`src/hw/rtl/hfb_pkg.sv`:
```
// Shared types, register codes and the world transform for the heightfield bounds block.
// No dependencies; used by every other file of the block.
`timescale 1ns / 1ps

package hfb_pkg;

    localparam int LOCAL_W = 17;
    localparam int COORD_W = 32;

    localparam logic [LOCAL_W-1:0] MINUS_HALF = 17'h1C000;

    localparam logic signed [COORD_W-1:0] COORD_MAX = 32'sh7FFF_FFFF;
    localparam logic signed [COORD_W-1:0] COORD_MIN = 32'sh8000_0000;

    // register indexes, byte address = 8 * index
    localparam logic [2:0] REG_MATRIX_X = 3'd0;
    localparam logic [2:0] REG_MATRIX_Y = 3'd1;
    localparam logic [2:0] REG_MATRIX_Z = 3'd2;
    localparam logic [2:0] REG_COLUMNS  = 3'd3;
    localparam logic [2:0] REG_ROWS     = 3'd4;
    localparam logic [2:0] REG_COL_STEP = 3'd5;
    localparam logic [2:0] REG_ROW_STEP = 3'd6;

    typedef logic signed [COORD_W-1:0] coord_t;
    typedef logic signed [LOCAL_W-1:0] local_t;
    typedef logic signed [15:0]        height_t;

    typedef struct packed {
        logic [63:0] mrow_x;
        logic [63:0] mrow_y;
        logic [63:0] mrow_z;
        logic [10:0] columns;
        logic [10:0] rows;
        logic [15:0] col_step;
        logic [15:0] row_step;
    } cfg_t;

    typedef struct packed {
        coord_t max_z;
        coord_t max_y;
        coord_t max_x;
        coord_t min_z;
        coord_t min_y;
        coord_t min_x;
    } bounds_t;

    // One matrix row applied to (x, h, z, 1). Terms aligned to Q.23, summed exactly,
    // rounded half up to Q16.16 and saturated.
    function automatic coord_t world(input logic [63:0] row, input local_t x,
                                     input height_t h, input local_t z);
        logic signed [15:0] cx;
        logic signed [15:0] cy;
        logic signed [15:0] cz;
        logic signed [15:0] ct;
        logic signed [32:0] px;
        logic signed [32:0] pz;
        logic signed [31:0] py;
        logic [41:0]        sum;
        logic [41:0]        rnd;
        logic [34:0]        r;
        coord_t             res;
        cx  = row[15:0];
        cy  = row[31:16];
        cz  = row[47:32];
        ct  = row[63:48];
        px  = cx * x;
        pz  = cz * z;
        py  = cy * h;
        sum = {{9{px[32]}}, px} + {{9{pz[32]}}, pz}
            + {{3{py[31]}}, py, 7'd0} + {{11{ct[15]}}, ct, 15'd0};
        rnd = sum + 42'd64;
        r   = rnd[41:7];
        if (r[34:31] == 4'b0000 || r[34:31] == 4'b1111) begin
            res = r[31:0];
        end else if (r[34]) begin
            res = COORD_MIN;
        end else begin
            res = COORD_MAX;
        end
        return res;
    endfunction

endpackage

```
`src/hw/rtl/hfb_bounds.sv`:
```
// Running min/max of the world coordinates and the result output register.
// Depends on hfb_pkg; clears its extremes when a grid's bounds are emitted.
`timescale 1ns / 1ps

module hfb_bounds import hfb_pkg::*; (
    input  logic    aclk,
    input  logic    aresetn,
    input  logic    pt_valid,
    input  logic    pt_last,
    input  coord_t  wx,
    input  coord_t  wy,
    input  coord_t  wz,
    input  logic    out_ready,
    output logic    out_valid,
    output bounds_t out_bounds
);

    bounds_t run_reg, run_next;
    bounds_t out_reg;
    logic    out_valid_reg;

    always_comb begin
        run_next.min_x = (wx < run_reg.min_x) ? wx : run_reg.min_x;
        run_next.min_y = (wy < run_reg.min_y) ? wy : run_reg.min_y;
        run_next.min_z = (wz < run_reg.min_z) ? wz : run_reg.min_z;
        run_next.max_x = (wx > run_reg.max_x) ? wx : run_reg.max_x;
        run_next.max_y = (wy > run_reg.max_y) ? wy : run_reg.max_y;
        run_next.max_z = (wz > run_reg.max_z) ? wz : run_reg.max_z;
    end

    always_ff @(posedge aclk) begin
        if (!aresetn) begin
            run_reg.min_x <= COORD_MAX;
            run_reg.min_y <= COORD_MAX;
            run_reg.min_z <= COORD_MAX;
            run_reg.max_x <= COORD_MIN;
            run_reg.max_y <= COORD_MIN;
            run_reg.max_z <= COORD_MIN;
            out_valid_reg <= 1'b0;
        end else begin
            if (pt_valid && pt_last) begin
                run_reg.min_x <= COORD_MAX;
                run_reg.min_y <= COORD_MAX;
                run_reg.min_z <= COORD_MAX;
                run_reg.max_x <= COORD_MIN;
                run_reg.max_y <= COORD_MIN;
                run_reg.max_z <= COORD_MIN;
                out_valid_reg <= 1'b1;
            end else begin
                if (pt_valid) begin
                    run_reg <= run_next;
                end
                if (out_ready) begin
                    out_valid_reg <= 1'b0;
                end
            end
        end
    end

    always_ff @(posedge aclk) begin
        if (pt_valid && pt_last) begin
            out_reg <= run_next;
        end
    end

    assign out_valid  = out_valid_reg;
    assign out_bounds = out_reg;

endmodule

```
`config.mk`:
```
export PLATFORM = sky130hd
export DESIGN_NAME = hfb_bounds
export DESIGN_NICKNAME = d
export VERILOG_FILES = /design/src/hw/rtl/hfb_pkg.sv /design/src/hw/rtl/hfb_bounds.sv
export SDC_FILE = /design/constraint.sdc
export NUM_CORES = 1
export LEC_CHECK = 0
export BUFFER_PORTS_ARGS = -buffer_cell sky130_fd_sc_hd__buf_2
export CAP_MARGIN = 5
export CORE_ASPECT_RATIO = 1.2
export CORE_MARGIN = 3
export CORE_UTILIZATION = 50
export DETAILED_ROUTE_END_ITERATION = 10
export GPL_TIMING_DRIVEN = 0
export PLACE_DENSITY = 0.71
export RECOVER_POWER = 50
export SYNTH_ARGS = -nofsm -noshare
export SYNTH_HDL_FRONTEND = slang
export SYNTH_SLANG_ARGS = --single-unit
```
`constraint.sdc`:
```
create_clock -name aclk -period 6.5 [get_ports aclk]
set_input_delay 1.3 -clock aclk [delete_from_list [all_inputs] [get_ports aclk]]
set_output_delay 1.3 -clock aclk [all_outputs]
set_load 0.05 [all_outputs]
```
======== Word level (Yosys, flattened, before mapping) ========
Index checks and enable logic that the tools add are counted.
operators by class
  reduce and logical (&&, ||, !) cells .... 3
  mux-type cells .......................... 8
  $lt $le $gt $ge ......................... 6
  bitwise operators ....................... 1
operators with widths
  kind                            count
  2-to-1 mux 32 bit               6
  greater-than comparator 32 bit  3
  less-than comparator 32 bit     3
  2-to-1 mux 1 bit                2
  nonzero test 2 bit              1
  OR reduction 2 bit              1
  logical AND 1 bit               1
  inverter 1 bit                  1
storage, ports and cells
  output and inout port bits .............. 193
  bits of input ports ..................... 101
  word-level logic and storage cells ...... 31
  register bits after elaboration ......... 385

======== Longest topological paths before layout ========
Gate-level depths: netlist (run 1).
  word-level depth ........................ 2
  depth in mapped cells ................... 11
  gate-level depth less buffers ........... 9

======== Worst setup path before layout (run 1) ========
Ideal clock, no wire load.
  path type ............................... input port to flip-flop
  from .................................... input pt_last
  to ...................................... register out_reg (netlist bit out_bounds[0]), enable pin
  setup time .............................. 0.544 ns
  data arrival time ....................... 5.101 ns
  stages on the path ...................... 2
  path slack .............................. 0.855 ns
  path buffers ............................ 0
  data required time ...................... 5.956 ns
  cells stage by stage .................... nand2_1 inv_1
between the ends
  cells in the longest elaborated chain, start to end .. 1
RTL lines
  element                 line              source
  start: declaration      hfb_bounds.sv:9   input logic pt_last,
  logical AND 1 bit       hfb_bounds.sv:61  if (pt_valid && pt_last) begin
  end signal: assignment  hfb_bounds.sv:62  out_reg <= run_next;
  end: declaration        hfb_bounds.sv:19  bounds_t out_reg;
No other way between the ends.
A chain may end at the register's enable or synchronous reset.

======== Worst setup path in the final report (run 1) ========
  from .................................... input pt_valid
  to ...................................... register out_reg (netlist bit out_bounds[181]), enable pin
between the ends
  cells in the longest elaborated chain, start to end .. 1
RTL lines
  element             line              source
  start: declaration  hfb_bounds.sv:8   input logic pt_valid,
  logical AND 1 bit   hfb_bounds.sv:61
No other way between the ends.

==> impl_metrics.tcl, run 1 <==
set metrics [dict create \
    outcome "finished, violations left" \
    failed_checks "max-capacitance violations, max-slew violations" \
    min_period_over_period_pct 72.8 \
    timing_worst_setup_path_type "primary input to flop" \
    synth.net_count 2226 \
    synth_top_area_cell "sky130_fd_sc_hd__edfxtp_1" \
    synth_cells 1936 \
    initial_antenna_violation_count 4 \
    worstMarginPinSlew_ns 3.62 \
    layout_commonest_cell "sky130_fd_sc_hd__nand2_1" \
    critical_path.endpoint_type "flop" \
    setup.reg_to_reg.worst_slack_ns 2.92 \
    vdd_drop_max_uv 205 \
    globalRoute.busiestLayer "met2" \
    first_global_vias 15200 \
    area_growth_pct 16.0 \
    min-delay-path-class "flop to flop" \
    grt_util_met2_pct 39.1 \
    postSynthAreaPerCell_um2 10.6 \
    grt_start_max_net_pins 103 \
    post-route-util_pct 59.3 \
    yosys_most_used_dff "sky130_fd_sc_hd__dfxtp_1" \
    synth_edf_count 192 \
    power_report.internal_total_mw 4.72 \
    hold_path.startpoint "run_reg[95]" \
    cts.hold.buffers_added 0 \
    static-leakage-power_nw 10.0 \
    setup_viol_count_final 0 \
    post_synth_num_cell_types 60 \
    ys_seq_elements 385 \
    finalWorstPathRequiredPeriod_ns 4.73 \
    cts_inserted_buffers 40 \
    clock_insertion_delay_worst_skew_ns 0.55 \
    met3_usage_pct 4.70 \
    vias 15300 \
    antenna_left 0 \
    maxSlewHeadroom_pct -142 \
    synthTopCellsByArea "sky130_fd_sc_hd__edfxtp_1 (28%), sky130_fd_sc_hd__dfxtp_1 (19%), sky130_fd_sc_hd__ha_1 (12%)" \
    maxClockFrequency_mhz 211 \
    timing.max_cap.violations 1 \
    io_pins 294 \
    cp_data_required_time_ns 6.68 \
    die_width_um 191 \
    layout.cells.most_common_list "sky130_fd_sc_hd__nand2_1 (270), sky130_fd_sc_hd__clkbuf_1 (251), sky130_fd_sc_hd__inv_1 (195), sky130_fd_sc_hd__dfxtp_1 (193), sky130_fd_sc_hd__edfxtp_1 (192)" \
    timing.hold.worst_path_depth 2 \
    worst_setup_hold_path_clk_slew_ns 0.06 \
    design.die.area_mm2 0.0435 \
    clockBufferDepth 3 \
    drt_first_iter_violations 861 \
    grt_pass1_wl_um 81100 \
    place.gp.congestion 0.876 \
    port_buffers 293 \
    power.net_switching_mw 2.01 \
    finalMaxSlewViolations 91 \
    grt_setup_unrepaired "no" \
    timing.rr.end "out_bounds[26]" \
    post_cts_resized 0 \
    p_sw_share_pct 29.8 \
    core_area_mm2 0.0401 \
    timing.critical_path.fanout_max 102 \
    start_util_pct 51.1 \
    synthDominantCellAreaShare_pct 28.1 \
    num_rows 80 \
    tritoncts_clock_tree "yes" \
    synth.yosys.seq_area_share_pct 46.9 \
    share_clk_of_total_power_pct 35.6 \
    power.density_mw_per_mm2 283 \
    yosysWarnings 0 \
    grt_util_all_layers_pct 23.0 \
    detail_route.wl_per_cell_um 17.9 \
    power.share.sequential_pct 42.2 \
    drive_above_1_share_pct 16.0 \
    die_height_um 228 \
    drc 0 \
    postCtsSetupRepairBufs 0 \
    reg2regPathDepth 10 \
    r2r_startpoint "run_reg[2]" \
    netlist_area_mm2 0.0205 \
    power.combinational.fraction_pct 22.3 \
    skew_ns 0.0160 \
    root_buffer "sky130_fd_sc_hd__clkbuf_16" \
    layout.filler_cells 3417 \
    placed_cells_incl_taps 2763 \
    finish.cell_count_without_fillers 2841 \
    detailedPlacementHpwl_um 37600 \
    clkSinkCount 385 \
    detailed_route_wire_length_um 50900 \
    fin_nets 2562 \
    data_arrival_at_the_endpoint_of_the_critical_path_ns 4.90 \
    grt_util_met1_pct 29.2 \
    total_congestion_overflow 0 \
    async_s_r_ff_share_synth_pct 0 \
    drt_first_pass_iters 7 \
    route.detailed.vias_per_inst 5.37 \
    min_delay_worst_endpoint "run_reg[95]" \
    timing.final.hold_violations 0 \
    cp_startpoint_kind "primary input" \
    h-tree-depth 2 \
]
-- stage by stage --
| step | hold WS [ns] | setup WS [ns] | power (mW) | instance area [µm²] | setup TNS [ns] |
|---|---|---|---|---|---|
| floorplan | 0.435 | 0.855 | 3.99 | 20500 | 0 |
| finish | 0.459 | 1.77 | 6.73 | 23800 | 0 |
| CTS | 0.465 | 2.41 | 6.80 | 24000 | 0 |
| global placement | 0.448 | -1.05 | 4.38 | 22700 | -197.94 |
| detailed placement | 0.454 | 1.87 | 4.40 | 22700 | 0 |
| global route | 0.491 | 1.27 | 7.01 | 23800 | 0 |
-- cells by family after synthesis --
logic type      share of synthesized area [%]
compound gates                           7.07
mux                                      17.4
fa+ha+maj                                11.5
buf+inv                                  5.92
simple gates                             11.2
flops                                    46.9
-- worst max-delay path by stage --
stage | from | end | slack [ns] | cells after the start
final | pt_valid | out_bounds[181] | 1.77 | 4
after global routing | pt_valid | out_bounds[89] | 1.27 | 4
after CTS | wx[2] | out_bounds[2] | 2.41 | 10
after detailed placement | wx[2] | out_bounds[2] | 1.87 | 10
after global placement | pt_valid | out_bounds[109] | -1.05 | 3
after floorplan | pt_last | out_bounds[0] | 0.85 | 2
-- synthesized netlist by cell type (all sizes together) (26+ instances only) --
library cell	n
ha	189
mux2i	164
clkbuf	50
edfxtp	192
nor2	144
dfxtp	193
mux2	160
inv	195
a21o	26
nand4	29
o21ai	47
nand2	271
buf	38
nand3	43
o211ai	36
a21oi	68
-- power groups by stage --
stage          Sequential, mW  Clock [mW]  Combinational (mW)
6_report                 2.84        2.39                1.50
5_1_grt                  2.85        2.53                1.63
4_1_cts                  2.83        2.44                1.53
3_5_place_dp             2.88           0                1.52
3_3_place_gp             2.89           0                1.49
2_1_floorplan            3.16           0               0.828
-- critical path, cell delays in order --
cell,delay [ns]
sky130_fd_sc_hd__clkbuf_1,0.33
sky130_fd_sc_hd__nand2_1,0.20
sky130_fd_sc_hd__inv_1,2.58
sky130_fd_sc_hd__buf_16,0.40
-- metal layers --
metal	vias up	share of wire, %
li1	7461	-
met1	7258	42
met2	437	48
met3	108	6.3
met4	4	3.1
met5	-	0.035
-- final cells by class --
| class | instances | area (µm²) | area share, % |
|---|---|---|---|
| Clock inverter | 22 | 245 | 1.03 |
| Antenna cell | 4 | 10.0 | 0.0420 |
| Sequential cell | 385 | 9630 | 40.4 |
| Inverter | 195 | 732 | 3.07 |
| Clock buffer | 52 | 1120 | 4.70 |
| Buffer | 88 | 483 | 2.03 |
| Multi-Input combinational cell | 1268 | 9670 | 40.6 |
| Timing Repair Buffer | 294 | 1250 | 5.26 |
| Tap cell | 533 | 667 | 2.80 |
Power figures use the tool's default switching activity.
==> inputs of run 2 (changes only) <==
Clock period 6.5 ns to 4.8 ns, I/O delays scaled along.
==> run 2 against run 1 <==
The run ends with max-capacitance violations left. Worst hold slack improved by 0.0011 ns. Register-to-register slack got worse by 1.7 ns. Via count rose by 0.39%. Core utilization fell by 0.26 points. Setup slack got worse by 0.87 ns. Cell count barely moved. Final area fell by 0.44%. Sequential power rose by 35%. Non-clock buffer count rose by 3. Clock skew fell by 0.0061 ns. Clock power rose by 26%.
==> impl_metrics.tcl, run 2 (synthesized netlist as in run 1, its figures left out) <==
set metrics [dict create \
    power.density_mw_per_mm2 375 \
    layout_commonest_cell "sky130_fd_sc_hd__nand2_1" \
    critical_path_cell_sequence "clkbuf_1 > nand2_1 > clkinvlp_2 > clkbuf_2 > clkbuf_4" \
    route.detailed.vias_per_inst 5.39 \
    timing.critical_path.fanout_max 44 \
    clockBufferDepth 3 \
    vdd_drop_max_uv 241 \
    final_critical_path_setup_slack_ns 0.901 \
    min_delay_worst_endpoint "run_reg[95]" \
    clock_insertion_delay_worst_skew_ns 0.53 \
    grt_pass1_wl_um 81800 \
    initial_antenna_violation_count 7 \
    detail_route.wl_per_cell_um 18.2 \
    root_buffer "sky130_fd_sc_hd__clkbuf_16" \
    tritoncts_clock_tree "yes" \
    min-delay-path-class "flop to flop" \
    num_rows 80 \
    cp_startpoint_kind "primary input" \
    grt_start_max_net_pins 49 \
    cp_data_required_time_ns 4.96 \
    io_pins 294 \
    reg2regPathDepth 10 \
    finalWorstPathRequiredPeriod_ns 3.90 \
    finalMaxSlewViolations 0 \
    drt_first_pass_iters 5 \
    postCtsSetupRepairBufs 0 \
    post_cts_resized 0 \
    failed_checks "max-capacitance violations" \
    skew_ns 0.00991 \
    critical_path.slowest_cell "sky130_fd_sc_hd__clkinvlp_2" \
    critical_path.endpoint_type "flop" \
    detailed_route_wire_length_um 51600 \
    static-leakage-power_nw 9.97 \
    placement_stage_worst_setup_slack_ns 0.509 \
    core_area_mm2 0.0401 \
    timing.max_cap.violations 1 \
    timing.rr.end "out_bounds[27]" \
    clkSinkCount 385 \
    design_power_total_mw 8.88 \
    start_util_pct 51.1 \
    area_growth_pct 15.5 \
    min_period_over_period_pct 81.2 \
    cts.hold.buffers_added 0 \
    total_congestion_overflow 0 \
    layout.cells.most_common_list "sky130_fd_sc_hd__nand2_1 (270), sky130_fd_sc_hd__clkbuf_1 (257), sky130_fd_sc_hd__inv_1 (194), sky130_fd_sc_hd__dfxtp_1 (193), sky130_fd_sc_hd__edfxtp_1 (192)" \
    timing.final.hold_violations 0 \
    drive_above_1_share_pct 15.9 \
    fin_nets 2565 \
    drt_first_iter_violations 811 \
    port_buffers 293 \
    detailedPlacementHpwl_um 38500 \
    die_width_um 191 \
    vias 15300 \
    drc 0 \
    maxSlewHeadroom_pct 2.44 \
    timing_worst_setup_path_type "primary input to flop" \
    worstMarginPinSlew_ns 1.46 \
    die_height_um 228 \
    cell_type_group_with_the_largest_total_delay_on_the_critical_path "buffers and inverters" \
    data_arrival_at_the_endpoint_of_the_critical_path_ns 4.06 \
    grt_setup_unrepaired "no" \
    cts_inserted_buffers 40 \
    design.die.area_mm2 0.0435 \
    first_global_vias 15500 \
    worst_setup_hold_path_clk_slew_ns 0.06 \
    timing.hold.worst_path_depth 2 \
    setup_viol_count_final 0 \
    maxClockFrequency_mhz 256 \
    h-tree-depth 2 \
    outcome "finished, violations left" \
    place.gp.congestion 0.868 \
    antenna_left 0 \
    grt_util_all_layers_pct 23.3 \
    crit_buf_inv 4 \
    timing.critical_path.slowest_cell_delay_ns 1.16 \
    hold_path.startpoint "run_reg[95]" \
    setup.reg_to_reg.worst_slack_ns 1.21 \
    r2r_startpoint "run_reg[2]" \
]
==> run 2: cell count changes in the layout (fill, tap and decap cells not counted), moves of 2 or more <==
cell | before | now
sky130_fd_sc_hd__clkbuf_4 | 0 | 2
sky130_fd_sc_hd__bufinv_16 | 5 | 2
sky130_fd_sc_hd__inv_6 | 3 | 0
sky130_fd_sc_hd__clkbuf_1 | 251 | 257
sky130_fd_sc_hd__clkinvlp_4 | 1 | 3
sky130_fd_sc_hd__clkinv_1 | 6 | 4
==> run 2: worst max path at each step <==
stage	end	cells past startpoint	startpoint
after floorplan	out_bounds[0]	2	pt_last
after detailed placement	out_bounds[2]	10	wx[2]
after CTS	out_bounds[2]	10	wx[2]
after global routing	out_bounds[182]	5	pt_valid
after global placement	out_bounds[109]	3	pt_valid
final	out_bounds[181]	5	pt_valid
==> run 2: tightest hold or removal path, cell delays in order (launching register included) <==
cell and delay, ns:
sky130_fd_sc_hd__dfxtp_1 0.31, sky130_fd_sc_hd__nand2_1 0.05, sky130_fd_sc_hd__mux2i_1 0.05
==> run 2: layout make-up <==
| class | count | area [µm²] |
|---|---|---|
| diodes | 5 | 12.5 |
| inverters | 195 | 733 |
| flip-flops and latches | 385 | 9630 |
| clock buffers | 57 | 1120 |
| well taps | 533 | 667 |
| multi-input cells | 1268 | 9670 |
| repair buffers | 297 | 1260 |
| clock inverters | 15 | 128 |
| fillers | 3465 | 16400 |
| plain buffers | 88 | 483 |
==> run 2: layer usage <==
metal	GRT usage [%]	vias up	wire length, µm
li1	-	7479	-
met1	29.1	7325	21600
met2	39.9	395	25300
met3	4.84	122	2960
met4	8.21	6	1740
met5	0	-	40
==> run 2: power breakdown <==
part | switching (mW) | leakage, nW | total [mW] | internal [mW]
Combinational | 1.30 | 6.01 | 2.03 | 0.736
Clock | 1.28 | 0.601 | 3.01 | 1.73
Sequential | 0.102 | 3.36 | 3.84 | 3.74
==> run 2: through the flow <==
stage	hold WS (ns)	std cells	TNS (ns)	utilization [%]	instance area, µm²
floorplan	0.435	1936	0	-	20500
global placement	0.448	2762	-216.76	56.4	22700
detailed placement	0.454	2766	0	56.6	22700
CTS	0.466	2838	0	59.7	24000
global route	0.488	2841	0	59.0	23700
finish	0.460	2843	0	59.1	23700
