==> src/hw/rtl/hfb_pkg.sv <==
// Shared types, register codes and the world transform for the heightfield bounds block.
// No dependencies; used by every other file of the block.
`timescale 1ns / 1ps

package hfb_pkg;

    localparam int LOCAL_W = 17;
    localparam int COORD_W = 32;

    localparam logic [LOCAL_W-1:0] MINUS_HALF = 17'h1C000;

    localparam logic signed [COORD_W-1:0] COORD_MAX = 32'sh7FFF_FFFF;
    localparam logic signed [COORD_W-1:0] COORD_MIN = 32'sh8000_0000;

    // register indexes, byte address = 8 * index
    localparam logic [2:0] REG_MATRIX_X = 3'd0;
    localparam logic [2:0] REG_MATRIX_Y = 3'd1;
    localparam logic [2:0] REG_MATRIX_Z = 3'd2;
    localparam logic [2:0] REG_COLUMNS  = 3'd3;
    localparam logic [2:0] REG_ROWS     = 3'd4;
    localparam logic [2:0] REG_COL_STEP = 3'd5;
    localparam logic [2:0] REG_ROW_STEP = 3'd6;

    typedef logic signed [COORD_W-1:0] coord_t;
    typedef logic signed [LOCAL_W-1:0] local_t;
    typedef logic signed [15:0]        height_t;

    typedef struct packed {
        logic [63:0] mrow_x;
        logic [63:0] mrow_y;
        logic [63:0] mrow_z;
        logic [10:0] columns;
        logic [10:0] rows;
        logic [15:0] col_step;
        logic [15:0] row_step;
    } cfg_t;

    typedef struct packed {
        coord_t max_z;
        coord_t max_y;
        coord_t max_x;
        coord_t min_z;
        coord_t min_y;
        coord_t min_x;
    } bounds_t;

    // One matrix row applied to (x, h, z, 1). Terms aligned to Q.23, summed exactly,
    // rounded half up to Q16.16 and saturated.
    function automatic coord_t world(input logic [63:0] row, input local_t x,
                                     input height_t h, input local_t z);
        logic signed [15:0] cx;
        logic signed [15:0] cy;
        logic signed [15:0] cz;
        logic signed [15:0] ct;
        logic signed [32:0] px;
        logic signed [32:0] pz;
        logic signed [31:0] py;
        logic [41:0]        sum;
        logic [41:0]        rnd;
        logic [34:0]        r;
        coord_t             res;
        cx  = row[15:0];
        cy  = row[31:16];
        cz  = row[47:32];
        ct  = row[63:48];
        px  = cx * x;
        pz  = cz * z;
        py  = cy * h;
        sum = {{9{px[32]}}, px} + {{9{pz[32]}}, pz}
            + {{3{py[31]}}, py, 7'd0} + {{11{ct[15]}}, ct, 15'd0};
        rnd = sum + 42'd64;
        r   = rnd[41:7];
        if (r[34:31] == 4'b0000 || r[34:31] == 4'b1111) begin
            res = r[31:0];
        end else if (r[34]) begin
            res = COORD_MIN;
        end else begin
            res = COORD_MAX;
        end
        return res;
    endfunction

endpackage

==> src/hw/rtl/hfb_cfg.sv <==
// APB register file of the heightfield bounds block: matrix rows, grid size, steps.
// Depends on hfb_pkg.
`timescale 1ns / 1ps

module hfb_cfg import hfb_pkg::*; (
    input  logic        aclk,
    input  logic        aresetn,
    input  logic        psel,
    input  logic        penable,
    input  logic        pwrite,
    input  logic [5:0]  paddr,
    input  logic [63:0] pwdata,
    output logic [63:0] prdata,
    output logic        pready,
    output cfg_t        cfg
);

    cfg_t       cfg_reg;
    logic       wr_en;
    logic [2:0] index;

    assign pready = 1'b1;
    assign wr_en  = psel && penable && pwrite;
    assign index  = paddr[5:3];
    assign cfg    = cfg_reg;

    always_ff @(posedge aclk) begin
        if (!aresetn) begin
            cfg_reg.mrow_x   <= 64'h100;
            cfg_reg.mrow_y   <= 64'h100_0000;
            cfg_reg.mrow_z   <= 64'h100_0000_0000;
            cfg_reg.columns  <= 11'd2;
            cfg_reg.rows     <= 11'd2;
            cfg_reg.col_step <= 16'd32768;
            cfg_reg.row_step <= 16'd32768;
        end else if (wr_en) begin
            unique case (index)
                REG_MATRIX_X: cfg_reg.mrow_x   <= pwdata;
                REG_MATRIX_Y: cfg_reg.mrow_y   <= pwdata;
                REG_MATRIX_Z: cfg_reg.mrow_z   <= pwdata;
                REG_COLUMNS:  cfg_reg.columns  <= pwdata[10:0];
                REG_ROWS:     cfg_reg.rows     <= pwdata[10:0];
                REG_COL_STEP: cfg_reg.col_step <= pwdata[15:0];
                REG_ROW_STEP: cfg_reg.row_step <= pwdata[15:0];
                default: ;
            endcase
        end
    end

    always_comb begin
        unique case (index)
            REG_MATRIX_X: prdata = cfg_reg.mrow_x;
            REG_MATRIX_Y: prdata = cfg_reg.mrow_y;
            REG_MATRIX_Z: prdata = cfg_reg.mrow_z;
            REG_COLUMNS:  prdata = {53'd0, cfg_reg.columns};
            REG_ROWS:     prdata = {53'd0, cfg_reg.rows};
            REG_COL_STEP: prdata = {48'd0, cfg_reg.col_step};
            REG_ROW_STEP: prdata = {48'd0, cfg_reg.row_step};
            default:      prdata = 64'd0;
        endcase
    end

endmodule

==> config.mk <==
export PLATFORM = sky130hd
export DESIGN_NAME = hfb_cfg
export DESIGN_NICKNAME = d
export VERILOG_FILES = /design/src/hw/rtl/hfb_pkg.sv /design/src/hw/rtl/hfb_cfg.sv
export SDC_FILE = /design/constraint.sdc
export NUM_CORES = 1
export LEC_CHECK = 0
export BUFFER_PORTS_ARGS = -buffer_cell sky130_fd_sc_hd__buf_2
export CAP_MARGIN = 25
export CORE_ASPECT_RATIO = 0.9
export CORE_MARGIN = 5
export CORE_UTILIZATION = 47
export DETAILED_ROUTE_END_ITERATION = 7
export GPL_TIMING_DRIVEN = 0
export PLACE_DENSITY = 0.76
export SLEW_MARGIN = 20
export SYNTH_ARGS = -nofsm -noshare
export SYNTH_HDL_FRONTEND = slang
export SYNTH_SLANG_ARGS = --single-unit
==> constraint.sdc <==
create_clock -name aclk -period 1.3 [get_ports aclk]
set_input_delay 0.065 -clock aclk [delete_from_list [all_inputs] [get_ports aclk]]
set_output_delay 0.065 -clock aclk [all_outputs]
set_load 0.005 [all_outputs]
# ---- Word level (Yosys, flattened, before mapping)
# Index checks and enable logic that the tools add are counted.
# Widths: inputs -> output; s select.
dict set report word_totals {
  reg_bits 246
  inputBits 75
  output_inout_bits 311
  word_cells 24
}
dict set report classes {
  eq_ne 6
  n_mux 1
  n_reduce_logical 10
}
# operator n
set ops {}
lappend ops {{$pmux 64 s7} 1}
lappend ops {{$reduce_and 2->1} 7}
lappend ops {{$eq 3x3->1 const B} 3}
lappend ops {{$eq 3x2->1 const B} 2}
lappend ops {{$eq 3x1->1 const B} 1}
lappend ops {{$logic_not 3->1} 1}
lappend ops {{$logic_and 1x1->1} 2}

# ---- Logic depth before layout (Yosys ltp)
# Gate-level depths: netlist of the first run.
dict set report logic_depth {
  depth_word 3
  depth_mapped 6
  mapped_depth_nobuf 3
}

# ---- Worst setup path before layout of the first run
# Ideal clock, no wire load.
dict set report synth_timing {
  kind {input to register}
  from {input port paddr[4]}
  to {register cfg_reg (netlist bit cfg[23])}
  arrival_time_ns 1.132
  path_slack_ns 0.095
  cell_stages 5
  path_buffers 2
  cell_sequence {nand2b_1 clkbuf_1 nor2_2 buf_4 mux2i_1}
}
dict set report synth_via {
  elab_chain_cells 2
}
# item line
set synth_rtl {}
lappend synth_rtl {{start: declaration} hfb_cfg.sv:11} ;# input logic [5:0] paddr,
lappend synth_rtl {{$eq 3x3->1} hfb_cfg.sv:37} ;# unique case (index)
lappend synth_rtl {{$reduce_and 2->1 (no line)} --}
lappend synth_rtl {{end: declaration} hfb_cfg.sv:18} ;# cfg_t cfg_reg;
# Every way passes these cells.
# A chain may end at the register's enable or synchronous reset.

# ---- Final worst setup path of the first run
dict set report layout_timing {
  from {register cfg_reg (netlist bit cfg[18])}
  to {output port prdata[2]}
}
dict set report layout_via {
  elab_chain_cells 1
}
# item line
set layout_rtl {}
lappend layout_rtl {{$pmux 64 s7} hfb_cfg.sv:51} ;# unique case (index)
lappend layout_rtl {{end: declaration} hfb_cfg.sv:13} ;# output logic [63:0] prdata,
# Every way passes these cells.

==> metrics.log, run 1 <==
[metrics] total nets after synthesis: 1,218
[metrics] type of the most critical hold path: input pin to flop
[metrics] kind of capture point of the worst setup path: output port
[metrics] most frequent cells after synthesis: sky130_fd_sc_hd__nand2_1, sky130_fd_sc_hd__mux2i_1, sky130_fd_sc_hd__dfxtp_1
[metrics] Setup violations, final: 64
[metrics] Avg Cell Area, Syn: about 9.6 µm²
[metrics] Power Density: 1050 nW/µm²
[metrics] run status: finished with violations
[metrics] achievable frequency: 555 MHz
[metrics] Post-synth EDFFs: 0
[metrics] # H-tree levels: 1
[metrics] share of final-layout standard cells stronger than drive strength 1: 44.6%
[metrics] count of filler cells inserted in the layout: 1,679
[metrics] Synth area leaders: sky130_fd_sc_hd__dfxtp_1, sky130_fd_sc_hd__mux2i_1, sky130_fd_sc_hd__nand2_1, sky130_fd_sc_hd__a2bb2oi_1, sky130_fd_sc_hd__nor2_1
[metrics] number of iterations in the first detailed-routing pass: 8
[metrics] routed length per placed instance: around 23 µm
[metrics] floorplan row count: 53
[metrics] area of the placeable core: 23,100 µm²
[metrics] total count of hold-check failures in the final report: 0
[metrics] asr flop ratio synth: 0%
[metrics] TritonCTS Sinks: 246
[metrics] WL final: 46.7 mm
[metrics] Root Buffer: sky130_fd_sc_hd__clkbuf_16
[metrics] global-route track usage on met3: 7.44%
[metrics] Top FF cell, synth: sky130_fd_sc_hd__dfxtp_1
[metrics] die extent in x: between 150 and 200 µm
[metrics] total area of sequential cells: 5080 µm²
[metrics] met2 global-route usage: 54.2%
[metrics] final cell area excluding filler cells: ~16,000 µm²
[metrics] clock tree from TritonCTS: done
[metrics] Util after Layout: 69.8%
[metrics] MaxCap Viol Count: 0
[metrics] Port Buffer Count: 380
[metrics] area of combinational cells with multiple inputs: 5850 µm²
[metrics] number of clock buffers inserted by TritonCTS: 26
[metrics] startpoint of the lowest-slack hold path: pwdata[5]
[metrics] via count of the first global-routing pass: approximately 11,000
[metrics] met1 demand-to-capacity share in global routing: 40.3%
[metrics] CP Data Required Time: 1.24 ns
[metrics] max-slew violation count: 0
[metrics] via density per instance: about 5.7
[metrics] GP Congestion: 0.919
[metrics] category of the most critical setup path: flop to output port
[metrics] Max Fanout on Critical Path: 3
[metrics] final setup skew: 0 ns
[metrics] HPWL reported at the end of detailed placement: 31.4 mm
[metrics] count of cell types in the netlist: 34
[metrics] aggregate global-route resource usage: roughly a third
[metrics] number of flip-flops in the largest register: 246
[metrics] first-pass GRT wire length: 67.3 mm
[metrics] post-synthesis to final-layout area growth: 47.3%
[metrics] maximum number of pins on one net before global-route repair: 14
[metrics] crit path time final: 1.80 ns
[metrics] type of origin of the critical path: flop
[metrics] area of the die: 26,500 µm²
[metrics] number of antenna violations at the first check in global routing: 2
[metrics] post-layout net count: 1,778
[metrics] most frequent cell after synthesis: sky130_fd_sc_hd__nand2_1
[metrics] post-synthesis instance total: roughly 1,100
[metrics] Post-Place Worst Slack: -1.02 ns
[metrics] sequential-to-total area share from yosys stat: roughly 45%
[metrics] Iteration-0 DRC Markers: 1,138
[metrics] final worst-path cycle share: 139%
[metrics] pin slew with the least headroom to its limit: around 0.9 ns
[metrics] remaining antenna violation count after routing: 0
[metrics] post-synthesis instance area: 11,000 µm²
[metrics] worst reg2reg path startpoint: cfg[225]
[metrics] buffers from clock root to sink, at most: 3
[metrics] Max-slew headroom: 39.6%
[metrics] overall die height: 155 µm
[metrics] violations in the final reports: setup timing
[metrics] register bit count reported by yosys: 246
[metrics] leakage power figure: 7.39 nW
[metrics] Residual DRC: 0
[metrics] clock-pin slew reported for the worst setup and hold paths after clock tree synthesis: around 0.06 ns
[metrics] minimum hold slack: 0.0284 ns
[metrics] Ys Warns: 0
[metrics] unrepaired setup endpoints after global routing: yes
[metrics] Worst setup startpoint: cfg[18]
[metrics] total congestion overflow: 0
[metrics] top cell type by total area after synthesis: sky130_fd_sc_hd__dfxtp_1
[metrics] minimum setup slack in the final design: -0.502 ns
[metrics] Clock Latency Late Sink: 0.52 ns
[metrics] starting utilization of the core area: 47.4%
[metrics] Post-DP Area: about 13,000 µm²
[metrics] total via count in the routed design: 11,500
[metrics] worst voltage drop across the vdd grid: 0.766 mV
[metrics] Synth top area share: 44.9%
[metrics] CP Data Arrival Time: 1.74 ns
[metrics] number of placed I/O pins: between 300 and 400
[metrics] layer carrying the most global-route usage: met2
## report_power, final
part | internal (mW) | switching (mW)
Sequential | 7.59 | 0.0495
Clock | 4.72 | 3.10
Combinational | 0.643 | 0.924
## repair_timing
item | CTS | global route
pin swaps | 13 | 13
setup buffers | 80 | 11
setup endpoints to repair | 135 | 153
hold buffers | 61 | 0
gates resized for setup | 195 | 74
endpoints found under the hold margin | 217 | 0
## final timing paths
kind | slack [ns] | endpoint | depth (start not counted)
setup / recovery | -0.50 | prdata[2] | 4
hold / removal | 0.03 | cfg[5] | 3
setup reg to reg | 0.42 | cfg[225] | 4
hold reg to reg | 0.46 | cfg[41] | 2
## logic make-up (layout without fill, tap and decap cells)
kind of cell / Yosys count / in the layout / share of synthesized area, %
muxes: 318 / 318 / 29.6
other: 1 / 4 / 0.0342
AOI/OAI and AO/OA: 93 / 93 / 6.98
buffers and inverters: 97 / 675 / 4.43
DFF: 246 / 246 / 44.9
and+or+nand+nor: 388 / 388 / 14.0
## layout make-up
| cell class | instances | share of cell area [%] |
|---|---|---|
| multi-input combinational | 800 | 36.2 |
| sequential | 246 | 31.5 |
| timing repair buffer | 532 | 20.1 |
| clock buffer | 37 | 4.79 |
| buffer | 94 | 4.16 |
| tap | 302 | 2.34 |
| clock inverter | 9 | 0.798 |
| inverter | 3 | 0.0697 |
| antenna | 3 | 0.0465 |
## layer usage
metal,wire [µm],up-vias
li1,-,5086
met1,17800,5481
met2,21900,779
met3,4570,187
met4,2380,0
met5,0,-
## critical path, stage by stage (launching register included)
cell and delay, ns:
sky130_fd_sc_hd__dfxtp_2 0.33, sky130_fd_sc_hd__mux2_2 0.27, sky130_fd_sc_hd__a222oi_1 0.28, sky130_fd_sc_hd__o21ai_1 0.17, sky130_fd_sc_hd__buf_2 0.17
## per-stage QoR
step / power, mW / std cells / TNS, ns
after CTS: 16.9 / 2012 / -11.06
after detailed placement: 9.02 / 1825 / -156.81
final: 17.0 / 2026 / -11.19
after global routing: 17.5 / 2025 / -14.76
after global placement: 9.01 / 1825 / -147.39
after floorplan: 8.46 / 1143 / 0
## cell usage in the layout (no fill, tap or decap), types with 4 or more instances in the layout
cell                              n
sky130_fd_sc_hd__clkbuf_16       27
sky130_fd_sc_hd__nor2_4           4
sky130_fd_sc_hd__dfxtp_1        127
sky130_fd_sc_hd__buf_6           21
sky130_fd_sc_hd__o21ai_0          7
sky130_fd_sc_hd__a32oi_1          7
sky130_fd_sc_hd__nor2_2           8
sky130_fd_sc_hd__buf_12           5
sky130_fd_sc_hd__buf_2          381
sky130_fd_sc_hd__o221ai_1         5
sky130_fd_sc_hd__dlygate4sd3_1   61
sky130_fd_sc_hd__buf_4          108
sky130_fd_sc_hd__clkbuf_8         6
sky130_fd_sc_hd__dfxtp_2        116
sky130_fd_sc_hd__clkbuf_4         6
sky130_fd_sc_hd__mux2_2          14
sky130_fd_sc_hd__a222oi_1         6
sky130_fd_sc_hd__clkbuf_1        38
sky130_fd_sc_hd__buf_8            4
sky130_fd_sc_hd__mux4_2           4
sky130_fd_sc_hd__clkbuf_2         5
sky130_fd_sc_hd__nor2_1          47
sky130_fd_sc_hd__nand2_1        309
sky130_fd_sc_hd__mux2i_1        285
sky130_fd_sc_hd__a2bb2oi_1       31
sky130_fd_sc_hd__mux2i_2         13
sky130_fd_sc_hd__nor2b_1          8
sky130_fd_sc_hd__a2bb2oi_2       21
(Power assumes the default switching activity.)
==> run 2, diff against run 1 <==
CORE_ASPECT_RATIO = 1.5   (was 0.9)
==> metrics.log, run 2 (synthesis gave the netlist of run 1 again) <==
[metrics] starting utilization of the core area: 47.6% (+0.18 points)
[metrics] commonest cells after routing, fill and taps aside: sky130_fd_sc_hd__buf_2, sky130_fd_sc_hd__nand2_1, sky130_fd_sc_hd__mux2i_1, sky130_fd_sc_hd__dfxtp_2, sky130_fd_sc_hd__dfxtp_1
[metrics] startpoint of the lowest-slack hold path: pwdata[0]
[metrics] clock-pin slew reported for the worst setup and hold paths after clock tree synthesis: 0.07 ns (about the same)
[metrics] post-layout net count: 1,752 (-1.5%)
[metrics] WL final: 45.2 mm (-3.1%)
[metrics] Post-Place Worst Slack: -0.748 ns (+0.267 ns)
[metrics] number of clock buffers inserted by TritonCTS: 24 (-7.7%)
[metrics] total congestion overflow: 0 (unchanged)
[metrics] Iteration-0 DRC Markers: 659 (-42%)
[metrics] Worst path max stage delay: 0.49 ns (+0.16 ns)
[metrics] Port Buffer Count: 380 (unchanged)
[metrics] leakage power figure: 7.24 nW (-2.1%)
[metrics] category of the most critical setup path: flop to output port
[metrics] Max stage delay cell, worst path: sky130_fd_sc_hd__mux4_2
[metrics] remaining antenna violation count after routing: 0 (unchanged)
[metrics] achievable frequency: 592 MHz (+6.7%)
[metrics] Max-slew headroom: 45.9% (+6.3 points)
[metrics] Root Buffer: sky130_fd_sc_hd__clkbuf_16
[metrics] crit path time final: 1.69 ns (-0.113 ns)
[metrics] number of flip-flops in the largest register: 246 (unchanged)
[metrics] Setup violations, final: 64 (unchanged)
[metrics] clock tree from TritonCTS: done
[metrics] HPWL reported at the end of detailed placement: 31.6 mm (+0.58%)
[metrics] pin slew with the least headroom to its limit: 0.812 ns (-0.0942 ns)
[metrics] GP Congestion: 0.911 (-0.82%)
[metrics] most frequent standard cell in the layout excluding fill and tap cells: sky130_fd_sc_hd__buf_2
[metrics] area of the placeable core: 23,100 µm² (-0.37%)
[metrics] CP Data Required Time: 1.24 ns (about the same)
[metrics] Residual DRC: 0 (unchanged)
[metrics] family with the most delay on the worst path: multiplexers
[metrics] number of antenna violations at the first check in global routing: 0 (-2)
[metrics] TritonCTS Sinks: 246 (unchanged)
[metrics] cells traversed along the worst timing path: mux4_2 > nor2_2 > a21oi_2 > buf_2
[metrics] routed length per placed instance: 22.5 µm (-2.4%)
[metrics] number of placed I/O pins: 386 (unchanged)
[metrics] # H-tree levels: 1 (unchanged)
[metrics] final setup skew: 0 ns (unchanged)
[metrics] unrepaired setup endpoints after global routing: yes
[metrics] final worst-path cycle share: 130% (-8.7 points)
[metrics] worst voltage drop across the vdd grid: 1.00 mV (+31%)
[metrics] count of filler cells inserted in the layout: 1,780 (+6.0%)
[metrics] aggregate global-route resource usage: 31.8% (-0.80 points)
[metrics] post-synthesis to final-layout area growth: 43.6%
[metrics] first-pass GRT wire length: 66.1 mm (-1.8%)
[metrics] Clock Latency Late Sink: 0.51 ns (about the same)
[metrics] die extent in x: 135 µm (-21%)
[metrics] MaxCap Viol Count: 0 (unchanged)
[metrics] violations in the final reports: setup timing
[metrics] CP Data Arrival Time: 1.62 ns (-0.12 ns)
[metrics] type of the most critical hold path: input pin to flop
[metrics] Max Fanout on Critical Path: 3 (unchanged)
[metrics] Power Density: 1030 nW/µm² (-2.0%)
[metrics] kind of capture point of the worst setup path: output port
[metrics] share of final-layout standard cells stronger than drive strength 1: 43.7% (-0.91 points)
[metrics] via count of the first global-routing pass: 11,400 (-0.34%)
[metrics] max-slew violation count: 0 (unchanged)
[metrics] total count of hold-check failures in the final report: 0 (unchanged)
[metrics] antenna diode instance count: 0 (-3)
[metrics] final cell area excluding filler cells: 15,800 µm² (-2.5%)
[metrics] Post-DP Area: 13,300 µm² (+0.12%)
[metrics] Tot Pwr: 16.3 mW (-4.5%)
[metrics] area of the die: 26,600 µm² (+0.22%)
[metrics] maximum number of pins on one net before global-route repair: 16 (+2)
[metrics] minimum hold slack: 0.0156 ns (-0.0128 ns)
[metrics] minimum setup slack in the final design: -0.389 ns (+0.113 ns)
[metrics] via density per instance: 5.65 (-0.82%)
[metrics] total via count in the routed design: 11,300 (-1.6%)
[metrics] crit path buf inv count: 1 (unchanged)
[metrics] type of origin of the critical path: flop
[metrics] number of iterations in the first detailed-routing pass: 5 (-3)
[metrics] overall die height: 197 µm (+27%)
[metrics] buffers from clock root to sink, at most: 3 (unchanged)
[metrics] Worst setup startpoint: cfg[3]
[metrics] worst reg2reg path startpoint: cfg[86]
[metrics] floorplan row count: 68 (+28%)
[metrics] run status: finished with violations
[run 2: cell count changes in the layout (fill, tap and decap cells not counted), sizes merged, moves of 2 or more]
cell and change:
clkbuf -3, diode -3, clkinv +3, bufinv -2, buf -24
[run 2: final timing paths]
check        slack (ns)         to  cells after the start
max               -0.39  prdata[3]                      4
min                0.02    cfg[16]                      3
max reg2reg        0.46    cfg[86]                      4
min reg2reg        0.46   cfg[120]                      2
[run 2: layer usage]
metal  part of all wire [%]  routed length, µm  vias up  global-route usage, %
li1                       -                  -     5008                      -
met1                     36              16300     5404                   34.4
met2                     49              22100      715                   55.6
met3                    7.7               3480      221                   6.75
met4                    7.3               3310        0                   20.5
met5                      0                  0        -                      0
[run 2: report_power, final]
group	total, mW	internal [mW]	leakage (nW)	switching [mW]
Sequential	7.64	7.59	2.05	0.0486
Combinational	1.53	0.621	4.79	0.905
Clock	7.10	4.03	0.397	3.07
Total	16.3	12.2	7.24	4.02
[run 2: timing repair]
action                                  in CTS  in global routing
pin swaps                                   16                 20
hold buffers                                61                  0
endpoints found under the setup margin     137                213
hold endpoints to repair                   218                  0
setup buffers                               25                 42
resized for setup                          174                 84
[run 2: tightest hold or removal path: cells and delay by family]
family / cells / cell delay (ns)
buf+inv: 1 / 0.08
mux: 1 / 0.17
simple gates: 1 / 0.17
[run 2: final cells by class]
class                           instances  area, µm²  area share [%]
Buffer                                 94        657            4.17
Clock buffer                           34        709            4.50
Clock inverter                         10       91.3           0.580
Inverter                                3       11.3          0.0715
Multi-Input combinational cell        800       5780            36.7
Sequential cell                       246       5090            32.3
Tap cell                              315        394            2.50
Timing Repair Buffer                  508       3030            19.2
[run 2: through the flow]
stage | TNS, ns | util [%] | instances
2_1_floorplan | 0 | - | 1143
3_3_place_gp | -143.51 | 57.5 | 1838
3_5_place_dp | -150.58 | 57.5 | 1838
4_1_cts | -10.92 | 65.9 | 1968
5_1_grt | -13.88 | 68.3 | 2010
6_report | -10.47 | 68.3 | 2010
